<file path="config.mk">
export PLATFORM = sky130hd
export DESIGN_NAME = scan_disk_scheduler_core
export DESIGN_NICKNAME = d
export VERILOG_FILES = /design/src/design/sds_pkg.sv /design/src/design/sds_store.sv /design/src/design/sds_div.sv /design/src/design/scan_disk_scheduler_core.sv
export SDC_FILE = /design/constraint.sdc
export NUM_CORES = 2
export LEC_CHECK = 0
export ABC_AREA = 1
export BUFFER_PORTS_ARGS = -buffer_cell sky130_fd_sc_hd__buf_2
export CORE_ASPECT_RATIO = 1.5
export CORE_UTILIZATION = 56
export DETAILED_ROUTE_END_ITERATION = 8
export PLACE_DENSITY = 0.76
export SETUP_SLACK_MARGIN = 0.2
export SYNTH_ARGS = -nofsm -noshare
export SYNTH_HDL_FRONTEND = slang
export SYNTH_SLANG_ARGS = --single-unit
</file>
<file path="constraint.sdc">
create_clock -name clock -period 5.2 [get_ports clock]
set_clock_uncertainty 0.2 [all_clocks]
set_input_delay 0.52 -clock clock [delete_from_list [all_inputs] [get_ports clock]]
set_output_delay 0.52 -clock clock [all_outputs]
set_load 0.03 [all_outputs]
</file>
<file path="src/design/sds_pkg.sv">
`timescale 1ns / 1ps
// ----------------------------------------------------------------------------
// SCAN disk scheduler package
// Shared constants, register map and controller state type.
// ----------------------------------------------------------------------------
package sds_pkg;

   // default sizing
   localparam int MAX_BATCH_DEF  = 32;
   localparam int TRACK_BITS_DEF = 16;

   // average seek fraction bits (unsigned Q.8)
   localparam int AVG_FRAC = 8;

   // register widths and reset values
   localparam int MAX_RANGE_W  = 17;
   localparam int HEAD_START_W = 16;
   localparam logic [MAX_RANGE_W-1:0]  MAX_RANGE_RST  = 17'd200;
   localparam logic [HEAD_START_W-1:0] HEAD_START_RST = 16'd0;

   // register bus
   localparam int CSR_DATA_W = 32;
   localparam int CSR_ADDR_W = 3;
   localparam int CSR_SEL_BIT = 2;

   // register index (word address bit)
   localparam logic REG_MAX_RANGE  = 1'b0;
   localparam logic REG_HEAD_START = 1'b1;

   typedef enum logic [2:0] {
      ST_IDLE,
      ST_INS,
      ST_PREP,
      ST_UP,
      ST_TGT,
      ST_LO,
      ST_DIV
   } sds_state_type;

endpackage

</file>
<file path="src/design/sds_store.sv">
`timescale 1ns / 1ps
// ----------------------------------------------------------------------------
// SCAN disk scheduler track store
// One write port, one read port, read data registered.
// ----------------------------------------------------------------------------
module sds_store #(
   parameter int DEPTH  = sds_pkg::MAX_BATCH_DEF,
   parameter int WIDTH  = sds_pkg::TRACK_BITS_DEF,
   parameter int ADDR_W = (DEPTH > 1) ? $clog2(DEPTH) : 1
) (
   input  logic              clock,
   input  logic              wr_en,
   input  logic [ADDR_W-1:0] wr_addr,
   input  logic [WIDTH-1:0]  wr_data,
   input  logic [ADDR_W-1:0] rd_addr,
   output logic [WIDTH-1:0]  rd_data
);

   logic [WIDTH-1:0] mem [DEPTH];
   logic [WIDTH-1:0] rd_data_ff;

   always_ff @(posedge clock) begin
      if (wr_en) begin
         mem[wr_addr] <= wr_data;
      end
      rd_data_ff <= mem[rd_addr];
   end

   assign rd_data = rd_data_ff;

endmodule

</file>
<file path="src/design/sds_div.sv">
`timescale 1ns / 1ps
// ----------------------------------------------------------------------------
// SCAN disk scheduler average divider
// Restoring divider, one quotient bit per cycle, done pulses for one cycle.
// ----------------------------------------------------------------------------
module sds_div #(
   parameter int DVD_W = 30,
   parameter int DVS_W = 6
) (
   input  logic             clock,
   input  logic             reset,
   input  logic             start,
   input  logic [DVD_W-1:0] dividend,
   input  logic [DVS_W-1:0] divisor,
   output logic             done,
   output logic [DVD_W-1:0] quotient
);

   localparam int STEP_W = $clog2(DVD_W + 1);

   logic              run_ff, run_in;
   logic              done_ff, done_in;
   logic [STEP_W-1:0] step_ff, step_in;
   logic [DVS_W-1:0]  rem_ff, rem_in;
   logic [DVS_W-1:0]  dvs_ff, dvs_in;
   logic [DVD_W-1:0]  quo_ff, quo_in;
   logic [DVS_W:0]    trial;
   logic [DVS_W:0]    diff;
   logic              ge;

   always_comb begin
      trial   = {rem_ff, quo_ff[DVD_W-1]};
      ge      = (trial >= {1'b0, dvs_ff});
      diff    = trial - {1'b0, dvs_ff};
      run_in  = run_ff;
      done_in = 1'b0;
      step_in = step_ff;
      rem_in  = rem_ff;
      dvs_in  = dvs_ff;
      quo_in  = quo_ff;
      if (start) begin
         run_in  = 1'b1;
         step_in = '0;
         rem_in  = '0;
         dvs_in  = divisor;
         quo_in  = dividend;
      end else if (run_ff) begin
         rem_in  = ge ? diff[DVS_W-1:0] : trial[DVS_W-1:0];
         quo_in  = {quo_ff[DVD_W-2:0], ge};
         step_in = step_ff + STEP_W'(1);
         if (step_ff == STEP_W'(DVD_W - 1)) begin
            run_in  = 1'b0;
            done_in = 1'b1;
         end
      end
   end

   always_ff @(posedge clock) begin
      if (reset) begin
         run_ff  <= 1'b0;
         done_ff <= 1'b0;
      end else begin
         run_ff  <= run_in;
         done_ff <= done_in;
      end
   end

   always_ff @(posedge clock) begin
      step_ff <= step_in;
      rem_ff  <= rem_in;
      dvs_ff  <= dvs_in;
      quo_ff  <= quo_in;
   end

   assign done     = done_ff;
   assign quotient = quo_ff;

endmodule

</file>
<file path="src/design/scan_disk_scheduler_core.sv">
`timescale 1ns / 1ps
// ----------------------------------------------------------------------------
// SCAN disk scheduler core
// Collects a batch of track requests and plays out the elevator sweep.
// ----------------------------------------------------------------------------
// A request is taken when start is high and busy is low. Requests at or above
// head_start are kept sorted ascending in the upper store, the rest sorted
// ascending in the lower store; each request is placed by insertion, moving
// one stored entry per cycle through the store's write and read ports. The
// request marked last then starts the sweep: one move per cycle up the upper
// store, one move to track max_range-1 (skipped if the head is there), one
// move per cycle down the lower store, then a serial divide for the Q.8
// average before the final move leaves. Each move appears on the rsp_ ports
// for exactly one cycle with rsp_strobe high; there is no back-pressure, so
// the receiver must take every transaction as it comes. Once MAX_BATCH
// requests are held further requests are dropped, but a dropped request
// marked last still closes the batch. Configuration writes go through the
// APB-style port; the user must make them only while the block is idle,
// as the block itself does not enforce it.
// ----------------------------------------------------------------------------
module scan_disk_scheduler_core #(
   parameter int MAX_BATCH  = sds_pkg::MAX_BATCH_DEF,
   parameter int TRACK_BITS = sds_pkg::TRACK_BITS_DEF,
   localparam int TOTAL_W   = TRACK_BITS + $clog2(MAX_BATCH + 2),
   localparam int AVG_W     = TOTAL_W + sds_pkg::AVG_FRAC
) (
   input  logic                            clock,
   input  logic                            reset,
   // request channel
   input  logic                            start,
   output logic                            busy,
   input  logic [TRACK_BITS-1:0]           req_track,
   input  logic                            req_last,
   // move channel
   output logic                            rsp_strobe,
   output logic [TRACK_BITS-1:0]           rsp_from_track,
   output logic [TRACK_BITS-1:0]           rsp_to_track,
   output logic [TRACK_BITS-1:0]           rsp_distance,
   output logic [TOTAL_W-1:0]              rsp_total_seek,
   output logic [AVG_W-1:0]                rsp_average_seek,
   output logic                            rsp_final_move,
   // register port
   input  logic                            psel,
   input  logic                            penable,
   input  logic                            pwrite,
   input  logic [sds_pkg::CSR_ADDR_W-1:0]  paddr,
   input  logic [sds_pkg::CSR_DATA_W-1:0]  pwdata,
   output logic [sds_pkg::CSR_DATA_W-1:0]  prdata,
   output logic                            pready
);

   localparam int CNT_W = $clog2(MAX_BATCH + 1);
   localparam int IDX_W = (MAX_BATCH > 1) ? $clog2(MAX_BATCH) : 1;
   // compare and target widths cover both the register and the track width
   localparam int HS_W  = (sds_pkg::HEAD_START_W > TRACK_BITS) ?
                          sds_pkg::HEAD_START_W : TRACK_BITS;
   localparam int MR_W  = (sds_pkg::MAX_RANGE_W > TRACK_BITS) ?
                          sds_pkg::MAX_RANGE_W : TRACK_BITS;

   // ------------------------------------------------------------------
   // Configuration registers
   // ------------------------------------------------------------------
   logic [sds_pkg::MAX_RANGE_W-1:0]  max_range_ff;
   logic [sds_pkg::HEAD_START_W-1:0] head_start_ff;
   logic                             csr_wr;

   assign pready = 1'b1;
   assign csr_wr = psel & penable & pwrite;

   always_ff @(posedge clock) begin
      if (reset) begin
         max_range_ff  <= sds_pkg::MAX_RANGE_RST;
         head_start_ff <= sds_pkg::HEAD_START_RST;
      end else if (csr_wr) begin
         case (paddr[sds_pkg::CSR_SEL_BIT])
            sds_pkg::REG_MAX_RANGE:  max_range_ff  <= pwdata[sds_pkg::MAX_RANGE_W-1:0];
            sds_pkg::REG_HEAD_START: head_start_ff <= pwdata[sds_pkg::HEAD_START_W-1:0];
            default: ;
         endcase
      end
   end

   always_comb begin
      case (paddr[sds_pkg::CSR_SEL_BIT])
         sds_pkg::REG_MAX_RANGE:  prdata = sds_pkg::CSR_DATA_W'(max_range_ff);
         sds_pkg::REG_HEAD_START: prdata = sds_pkg::CSR_DATA_W'(head_start_ff);
         default:                 prdata = '0;
      endcase
   end

   // ------------------------------------------------------------------
   // Derived configuration values
   // ------------------------------------------------------------------
   logic [HS_W-1:0]       head_ext;
   logic [MR_W-1:0]       target_full;
   logic [TRACK_BITS-1:0] target;
   logic [TRACK_BITS-1:0] head_track;

   assign head_ext    = HS_W'(head_start_ff);
   assign head_track  = head_ext[TRACK_BITS-1:0];
   // max_range of zero wraps to the all-ones track
   assign target_full = MR_W'(max_range_ff) - MR_W'(1);
   assign target      = target_full[TRACK_BITS-1:0];

   // ------------------------------------------------------------------
   // Track stores
   // ------------------------------------------------------------------
   logic                  up_we, lo_we;
   logic [IDX_W-1:0]      up_waddr, lo_waddr, up_raddr, lo_raddr;
   logic [TRACK_BITS-1:0] up_wdata, lo_wdata, up_rdata, lo_rdata;

   sds_store #(
      .DEPTH  (MAX_BATCH),
      .WIDTH  (TRACK_BITS),
      .ADDR_W (IDX_W)
   ) u_upper_store (
      .clock   (clock),
      .wr_en   (up_we),
      .wr_addr (up_waddr),
      .wr_data (up_wdata),
      .rd_addr (up_raddr),
      .rd_data (up_rdata)
   );

   sds_store #(
      .DEPTH  (MAX_BATCH),
      .WIDTH  (TRACK_BITS),
      .ADDR_W (IDX_W)
   ) u_lower_store (
      .clock   (clock),
      .wr_en   (lo_we),
      .wr_addr (lo_waddr),
      .wr_data (lo_wdata),
      .rd_addr (lo_raddr),
      .rd_data (lo_rdata)
   );

   // ------------------------------------------------------------------
   // Average divider
   // ------------------------------------------------------------------
   logic               div_start;
   logic               div_done;
   logic [AVG_W-1:0]   div_quo;
   logic [CNT_W:0]     cnt_sum;
   logic [TOTAL_W-1:0] total_ff, total_in;

   sds_div #(
      .DVD_W (AVG_W),
      .DVS_W (CNT_W)
   ) u_div (
      .clock    (clock),
      .reset    (reset),
      .start    (div_start),
      .dividend ({total_ff, {sds_pkg::AVG_FRAC{1'b0}}}),
      .divisor  (cnt_sum[CNT_W-1:0]),
      .done     (div_done),
      .quotient (div_quo)
   );

   // ------------------------------------------------------------------
   // Controller state
   // ------------------------------------------------------------------
   sds_pkg::sds_state_type state_ff, state_in;

   logic [CNT_W-1:0]      up_cnt_ff, up_cnt_in;
   logic [CNT_W-1:0]      lo_cnt_ff, lo_cnt_in;
   logic [CNT_W-1:0]      pos_ff, pos_in;
   logic                  sel_up_ff, sel_up_in;
   logic                  last_ff, last_in;
   logic [TRACK_BITS-1:0] item_ff, item_in;
   logic [TRACK_BITS-1:0] cur_ff, cur_in;

   // move held back until the next one shows whether it is the final one
   logic                  pend_vld_ff, pend_vld_in;
   logic [TRACK_BITS-1:0] pend_from_ff, pend_from_in;
   logic [TRACK_BITS-1:0] pend_to_ff, pend_to_in;
   logic [TRACK_BITS-1:0] pend_dist_ff, pend_dist_in;
   logic [TOTAL_W-1:0]    pend_total_ff, pend_total_in;

   // result registers
   logic                  rsp_strobe_ff, rsp_strobe_in;
   logic [TRACK_BITS-1:0] rsp_from_ff, rsp_from_in;
   logic [TRACK_BITS-1:0] rsp_to_ff, rsp_to_in;
   logic [TRACK_BITS-1:0] rsp_dist_ff, rsp_dist_in;
   logic [TOTAL_W-1:0]    rsp_total_ff, rsp_total_in;
   logic [AVG_W-1:0]      rsp_avg_ff, rsp_avg_in;
   logic                  rsp_final_ff, rsp_final_in;

   logic                  accept;
   logic                  fits;
   logic                  go_up;
   logic [CNT_W-1:0]      pos_m1, pos_m2, pos_p1;
   logic [CNT_W-1:0]      lo_cnt_m1;
   logic [TRACK_BITS-1:0] ins_rd;
   logic                  mv_en;
   logic [TRACK_BITS-1:0] mv_to;
   logic [TRACK_BITS-1:0] mv_dist;
   logic [TOTAL_W-1:0]    mv_total;

   assign busy      = (state_ff != sds_pkg::ST_IDLE);
   assign accept    = start & ~busy;
   assign cnt_sum   = {1'b0, up_cnt_ff} + {1'b0, lo_cnt_ff};
   assign fits      = (cnt_sum < (CNT_W + 1)'(MAX_BATCH));
   assign go_up     = (HS_W'(req_track) >= head_ext);
   assign pos_m1    = pos_ff - CNT_W'(1);
   assign pos_m2    = pos_ff - CNT_W'(2);
   assign pos_p1    = pos_ff + CNT_W'(1);
   assign lo_cnt_m1 = lo_cnt_ff - CNT_W'(1);
   assign ins_rd    = sel_up_ff ? up_rdata : lo_rdata;

   always_ff @(posedge clock) begin
      if (reset) begin
         state_ff <= sds_pkg::ST_IDLE;
      end else begin
         state_ff <= state_in;
      end
   end

   always_comb begin
      state_in      = state_ff;
      up_cnt_in     = up_cnt_ff;
      lo_cnt_in     = lo_cnt_ff;
      pos_in        = pos_ff;
      sel_up_in     = sel_up_ff;
      last_in       = last_ff;
      item_in       = item_ff;
      cur_in        = cur_ff;
      total_in      = total_ff;
      pend_vld_in   = pend_vld_ff;
      pend_from_in  = pend_from_ff;
      pend_to_in    = pend_to_ff;
      pend_dist_in  = pend_dist_ff;
      pend_total_in = pend_total_ff;
      rsp_strobe_in = 1'b0;
      rsp_from_in   = rsp_from_ff;
      rsp_to_in     = rsp_to_ff;
      rsp_dist_in   = rsp_dist_ff;
      rsp_total_in  = rsp_total_ff;
      rsp_avg_in    = rsp_avg_ff;
      rsp_final_in  = rsp_final_ff;
      up_we         = 1'b0;
      lo_we         = 1'b0;
      up_waddr      = pos_ff[IDX_W-1:0];
      lo_waddr      = pos_ff[IDX_W-1:0];
      up_wdata      = item_ff;
      lo_wdata      = item_ff;
      up_raddr      = '0;
      lo_raddr      = '0;
      div_start     = 1'b0;
      mv_en         = 1'b0;
      mv_to         = target;

      case (state_ff)
         sds_pkg::ST_IDLE: begin
            // read the top entry of the chosen store for the insertion walk
            up_raddr = up_cnt_ff[IDX_W-1:0] - IDX_W'(1);
            lo_raddr = lo_cnt_ff[IDX_W-1:0] - IDX_W'(1);
            if (accept) begin
               last_in = req_last;
               if (fits) begin
                  sel_up_in = go_up;
                  item_in   = req_track;
                  state_in  = sds_pkg::ST_INS;
                  if (go_up) begin
                     pos_in    = up_cnt_ff;
                     up_cnt_in = up_cnt_ff + CNT_W'(1);
                  end else begin
                     pos_in    = lo_cnt_ff;
                     lo_cnt_in = lo_cnt_ff + CNT_W'(1);
                  end
               end else if (req_last) begin
                  // batch full: request dropped, batch still closes
                  state_in = sds_pkg::ST_PREP;
               end
            end
         end

         sds_pkg::ST_INS: begin
            // hole at pos; read data is entry pos-1
            up_raddr = pos_m2[IDX_W-1:0];
            lo_raddr = pos_m2[IDX_W-1:0];
            up_we    = sel_up_ff;
            lo_we    = ~sel_up_ff;
            if ((pos_ff == '0) || (ins_rd <= item_ff)) begin
               state_in = last_ff ? sds_pkg::ST_PREP : sds_pkg::ST_IDLE;
            end else begin
               up_wdata = ins_rd;
               lo_wdata = ins_rd;
               pos_in   = pos_m1;
            end
         end

         sds_pkg::ST_PREP: begin
            up_raddr    = '0;
            pos_in      = '0;
            cur_in      = head_track;
            total_in    = '0;
            pend_vld_in = 1'b0;
            state_in    = sds_pkg::ST_UP;
         end

         sds_pkg::ST_UP: begin
            up_raddr = pos_p1[IDX_W-1:0];
            if (pos_ff < up_cnt_ff) begin
               mv_en  = 1'b1;
               mv_to  = up_rdata;
               pos_in = pos_p1;
            end else begin
               state_in = sds_pkg::ST_TGT;
            end
         end

         sds_pkg::ST_TGT: begin
            lo_raddr = lo_cnt_m1[IDX_W-1:0];
            pos_in   = lo_cnt_ff;
            mv_en    = (cur_ff != target);
            mv_to    = target;
            state_in = sds_pkg::ST_LO;
         end

         sds_pkg::ST_LO: begin
            lo_raddr = pos_m2[IDX_W-1:0];
            if (pos_ff != '0) begin
               mv_en  = 1'b1;
               mv_to  = lo_rdata;
               pos_in = pos_m1;
            end else begin
               div_start = 1'b1;
               state_in  = sds_pkg::ST_DIV;
            end
         end

         sds_pkg::ST_DIV: begin
            if (div_done) begin
               rsp_strobe_in = 1'b1;
               rsp_from_in   = pend_from_ff;
               rsp_to_in     = pend_to_ff;
               rsp_dist_in   = pend_dist_ff;
               rsp_total_in  = pend_total_ff;
               rsp_avg_in    = div_quo;
               rsp_final_in  = 1'b1;
               pend_vld_in   = 1'b0;
               up_cnt_in     = '0;
               lo_cnt_in     = '0;
               state_in      = sds_pkg::ST_IDLE;
            end
         end

         default: begin
            state_in = sds_pkg::ST_IDLE;
         end
      endcase

      // one head move: absolute distance and running total
      mv_dist  = (mv_to >= cur_ff) ? (mv_to - cur_ff) : (cur_ff - mv_to);
      mv_total = total_ff + TOTAL_W'(mv_dist);
      if (mv_en) begin
         if (pend_vld_ff) begin
            rsp_strobe_in = 1'b1;
            rsp_from_in   = pend_from_ff;
            rsp_to_in     = pend_to_ff;
            rsp_dist_in   = pend_dist_ff;
            rsp_total_in  = pend_total_ff;
            rsp_avg_in    = '0;
            rsp_final_in  = 1'b0;
         end
         pend_vld_in   = 1'b1;
         pend_from_in  = cur_ff;
         pend_to_in    = mv_to;
         pend_dist_in  = mv_dist;
         pend_total_in = mv_total;
         cur_in        = mv_to;
         total_in      = mv_total;
      end
   end

   always_ff @(posedge clock) begin
      if (reset) begin
         up_cnt_ff     <= '0;
         lo_cnt_ff     <= '0;
         pend_vld_ff   <= 1'b0;
         rsp_strobe_ff <= 1'b0;
      end else begin
         up_cnt_ff     <= up_cnt_in;
         lo_cnt_ff     <= lo_cnt_in;
         pend_vld_ff   <= pend_vld_in;
         rsp_strobe_ff <= rsp_strobe_in;
      end
   end

   always_ff @(posedge clock) begin
      pos_ff        <= pos_in;
      sel_up_ff     <= sel_up_in;
      last_ff       <= last_in;
      item_ff       <= item_in;
      cur_ff        <= cur_in;
      total_ff      <= total_in;
      pend_from_ff  <= pend_from_in;
      pend_to_ff    <= pend_to_in;
      pend_dist_ff  <= pend_dist_in;
      pend_total_ff <= pend_total_in;
      rsp_from_ff   <= rsp_from_in;
      rsp_to_ff     <= rsp_to_in;
      rsp_dist_ff   <= rsp_dist_in;
      rsp_total_ff  <= rsp_total_in;
      rsp_avg_ff    <= rsp_avg_in;
      rsp_final_ff  <= rsp_final_in;
   end

   assign rsp_strobe       = rsp_strobe_ff;
   assign rsp_from_track   = rsp_from_ff;
   assign rsp_to_track     = rsp_to_ff;
   assign rsp_distance     = rsp_dist_ff;
   assign rsp_total_seek   = rsp_total_ff;
   assign rsp_average_seek = rsp_avg_ff;
   assign rsp_final_move   = rsp_final_ff;

   // ------------------------------------------------------------------
   // Assertions
   // ------------------------------------------------------------------
   // both stores together never hold more than a batch
   a_batch_bound: assert property (@(posedge clock) disable iff (reset)
      cnt_sum <= (CNT_W + 1)'(MAX_BATCH))
      else $error("store counts exceed batch size");

   // insertion hole always lies inside the filled part of its store
   a_ins_inside: assert property (@(posedge clock) disable iff (reset)
      (state_ff == sds_pkg::ST_INS) |->
         (pos_ff < (sel_up_ff ? up_cnt_ff : lo_cnt_ff)))
      else $error("insertion position outside store");

   // final move leaves the block idle with empty stores
   a_final_clears: assert property (@(posedge clock) disable iff (reset)
      (rsp_strobe && rsp_final_move) |->
         (!busy && (up_cnt_ff == '0) && (lo_cnt_ff == '0)))
      else $error("batch not cleared after final move");

   // earlier moves only come out while the sweep is still running
   a_mid_busy: assert property (@(posedge clock) disable iff (reset)
      (rsp_strobe && !rsp_final_move) |-> busy)
      else $error("non-final move while idle");

endmodule
</file>
==> results_dict.tcl <==
set metrics [dict create \
    grt_usage_pct 31.36 \
    path_class "reg -> reg" \
    nets 6225 \
    dr_wl_met3_mm 12.08 \
    violations "negative setup slack" \
    grt_max_degree 178 \
    num_io_pins 194 \
    wl_per_cell_um 23.38 \
    maxCapViolCount 0 \
    wirelength_mm 177.3 \
    clock_path_buffers 3 \
    grt_pass1_wl_mm 263.1 \
    gp_congestion 1.020 \
    hold_viol 0 \
    routed_via_density 6.035 \
    cts_buffers 120 \
    top_layer "met4" \
    path_clk_slew_ns 0.06 \
    htreeDepth 3 \
    grt_pass1_vias 44599 \
    place_inst 7247 \
    io_buffers 160 \
    worst_pin_slew_ns 1.212 \
    async_flop_share_pct 0 \
    cts_tree "built" \
    yosysUniqueCellTypes 54 \
    root_buffer "clkbuf_16" \
    synth_edf_count 1184 \
    synth_top_cell_area_share_pct 58.01 \
    synth_area_leaders "edfxtp_1 58%, dfxtp_1 6.7%, o21ai_0 6.5%" \
    antenna_found_initial 2 \
    drtIter0Drc 4538 \
    postRouteAntennaNets 0 \
    drtPass1Iterations 8 \
    fp-row-count 148 \
    required_ns 5.47 \
    rsz0062_at_grt "true" \
    insertion_delay_ns 0.75 \
    ys_ff_latch 1388 \
    cp-start-kind "register" \
    cpMostUsedCell "buf_6" \
    worst_slack_ns -0.2182 \
    drc_errors 0 \
    yosysTopAreaCell "edfxtp_1" \
    cts.sinks 1388 \
    die_width_um 272.1 \
    synth_warnings 0 \
    synth_flop_cell "edfxtp_1" \
    slew_headroom_pct 19.01 \
    setup_viol 28 \
    netlist_instances 5609 \
    period_needed_ns 5.418 \
    critPathMaxFanout 6 \
    start_util_pct 56.48 \
    synth.cell_area_mm2 0.06129 \
    wl_met2_mm 90.69 \
    fmax_mhz 184.6 \
    hold_path_class "in -> reg" \
    wl_met1_mm 61.72 \
    holdWs_ns 0.05620 \
    die_h_um 407.2 \
    status "complete, but fails checks" \
    fp.dieArea_mm2 0.1108 \
    syn_avg_cell_area_um2 10.93 \
    num_vias 45761 \
    seq_area_frac_synth_pct 64.67 \
    finalMaxSlewViolations 0 \
    core_area_mm2 0.1085 \
    area_delta_synth_final_pct 17.30 \
    place.detailed.hpwl_mm 114.8 \
    fillers 7985 \
    crit_arrival_ns 5.69 \
    crit_path_end_kind "register" \
    slowest_stage "edfxtp_1" \
    overflow 0 \
    layout-drive-gt1-share_pct 17.55 \
    fin_crit_sh_pct 104.2 \
    instances_no_fill 7582 \
    cpPeakStageDelay_ns 0.44 \
]
==> worst max-delay path: cells and delay by family, from the launching register on <==
family,cells,cell delay (ns)
buffers and inverters,9,0.98
adders and majority gates,3,0.92
AOI/OAI and AO/OA,6,0.82
DFF,1,0.44
xor gates and xnor gates,2,0.38
and+or+nand+nor,12,1.45
==> metal layers <==
metal,vias to the layer above,track usage [%]
met1,22089,35.74
met3,513,3.727
met2,2308,54.90
li1,20851,-
met5,-,0
met4,0,21.39
==> worst paths after layout <==
check                           slack, ns          endpoint  cells past startpoint              from
worst max-delay path                -0.22      total_ff[19]                     32         pos_ff[1]
worst min register to register       0.28  max_range_ff[16]                      2  max_range_ff[16]
worst min-delay path                 0.06           last_ff                      3             start
worst max register to register      -0.22      total_ff[19]                     32         pos_ff[1]
==> placed cells by master, fill, tap and decap left out, types with 133 or more instances in the layout <==
cell type / synthesis / routed
a21oi_1: 152 / 133
buf_2: 97 / 160
buf_4: 27 / 396
dfxtp_1: 204 / 202
edfxtp_1: 1184 / 1184
inv_1: 307 / 286
nand2_1: 770 / 726
nand3_1: 331 / 325
nor2_1: 717 / 705
o21ai_0: 790 / 739
o221ai_1: 149 / 149
==> repair_timing <==
item | 4_1_cts | 5_1_grt
pin swaps | 54 | 79
endpoints found under the hold margin | 50 | 0
endpoints found under the setup margin | 38 | 38
buffers inserted | 46 | 24
cloned | 3 | 0
hold buffers | 34 | 0
gates resized for setup | 136 | 147
==> synthesized netlist by cell type, drive strengths merged, types with 7 or more instances <==
cell type	count
edfxtp	1184
o21ai	812
nand2	776
nor2	727
nand3	332
inv	318
dfxtp	204
clkbuf	198
a21oi	155
o221ai	149
buf	145
o211ai	120
ha	111
mux2i	93
or2	59
xor2	35
o22ai	27
nand4	25
xnor2	20
o21a	18
and2	16
nor3	15
a22oi	13
a21o	8
and3	7
==> registers in the layout (all words and copies together), names as in the netlist, 17 cells and up <==
signal,cells
max_range_ff,17
pend_total_ff,22
rsp_average_seek,30
rsp_total_seek,22
total_ff,22
u_div.quotient,30
u_lower_store.mem,512
u_upper_store.mem,512
==> layout make-up <==
cell class	count	area (um2)	share of cell area [%]
repair buffers	648	5037	7.006
multi-input cells	3570	20190	28.08
clock inverters	72	744.5	1.035
flip-flops and latches	1388	39650	55.14
clock buffers	154	3256	4.528
repair inverters	1	7.507	0.01044
diodes	2	5.005	0.006961
well taps	1425	1783	2.480
inverters	322	1227	1.707
==> cells by family (layout without fill, tap and decap cells) <==
logic type	Yosys count	count (layout)	synth area share [%]
other cells	2	18	0.01225
xor+xnor	56	56	0.8227
simple gates	1964	1964	13.36
compound gates	1325	1325	12.56
buf+inv	665	1197	4.622
fa+ha+maj	116	116	2.429
flops	1388	1388	64.67
mux	93	93	1.519
==> metrics by stage <==
stage               setup TNS [ns]  util [%]  instance area, um2  setup slack [ns]
CTS                         -1.089     65.44               71010           -0.1013
global route                -8.831     66.25               71900           -0.4519
global placement            -12.11     60.66               65830           -0.5635
finish                      -2.335     66.26               71900           -0.2182
detailed placement          -15.85     60.66               65830           -0.6675
floorplan                  -456.55         -               61350           -0.5975
Power is not shown: default switching activity piles up to over one toggle a cycle in this logic, so the estimate is an artifact.
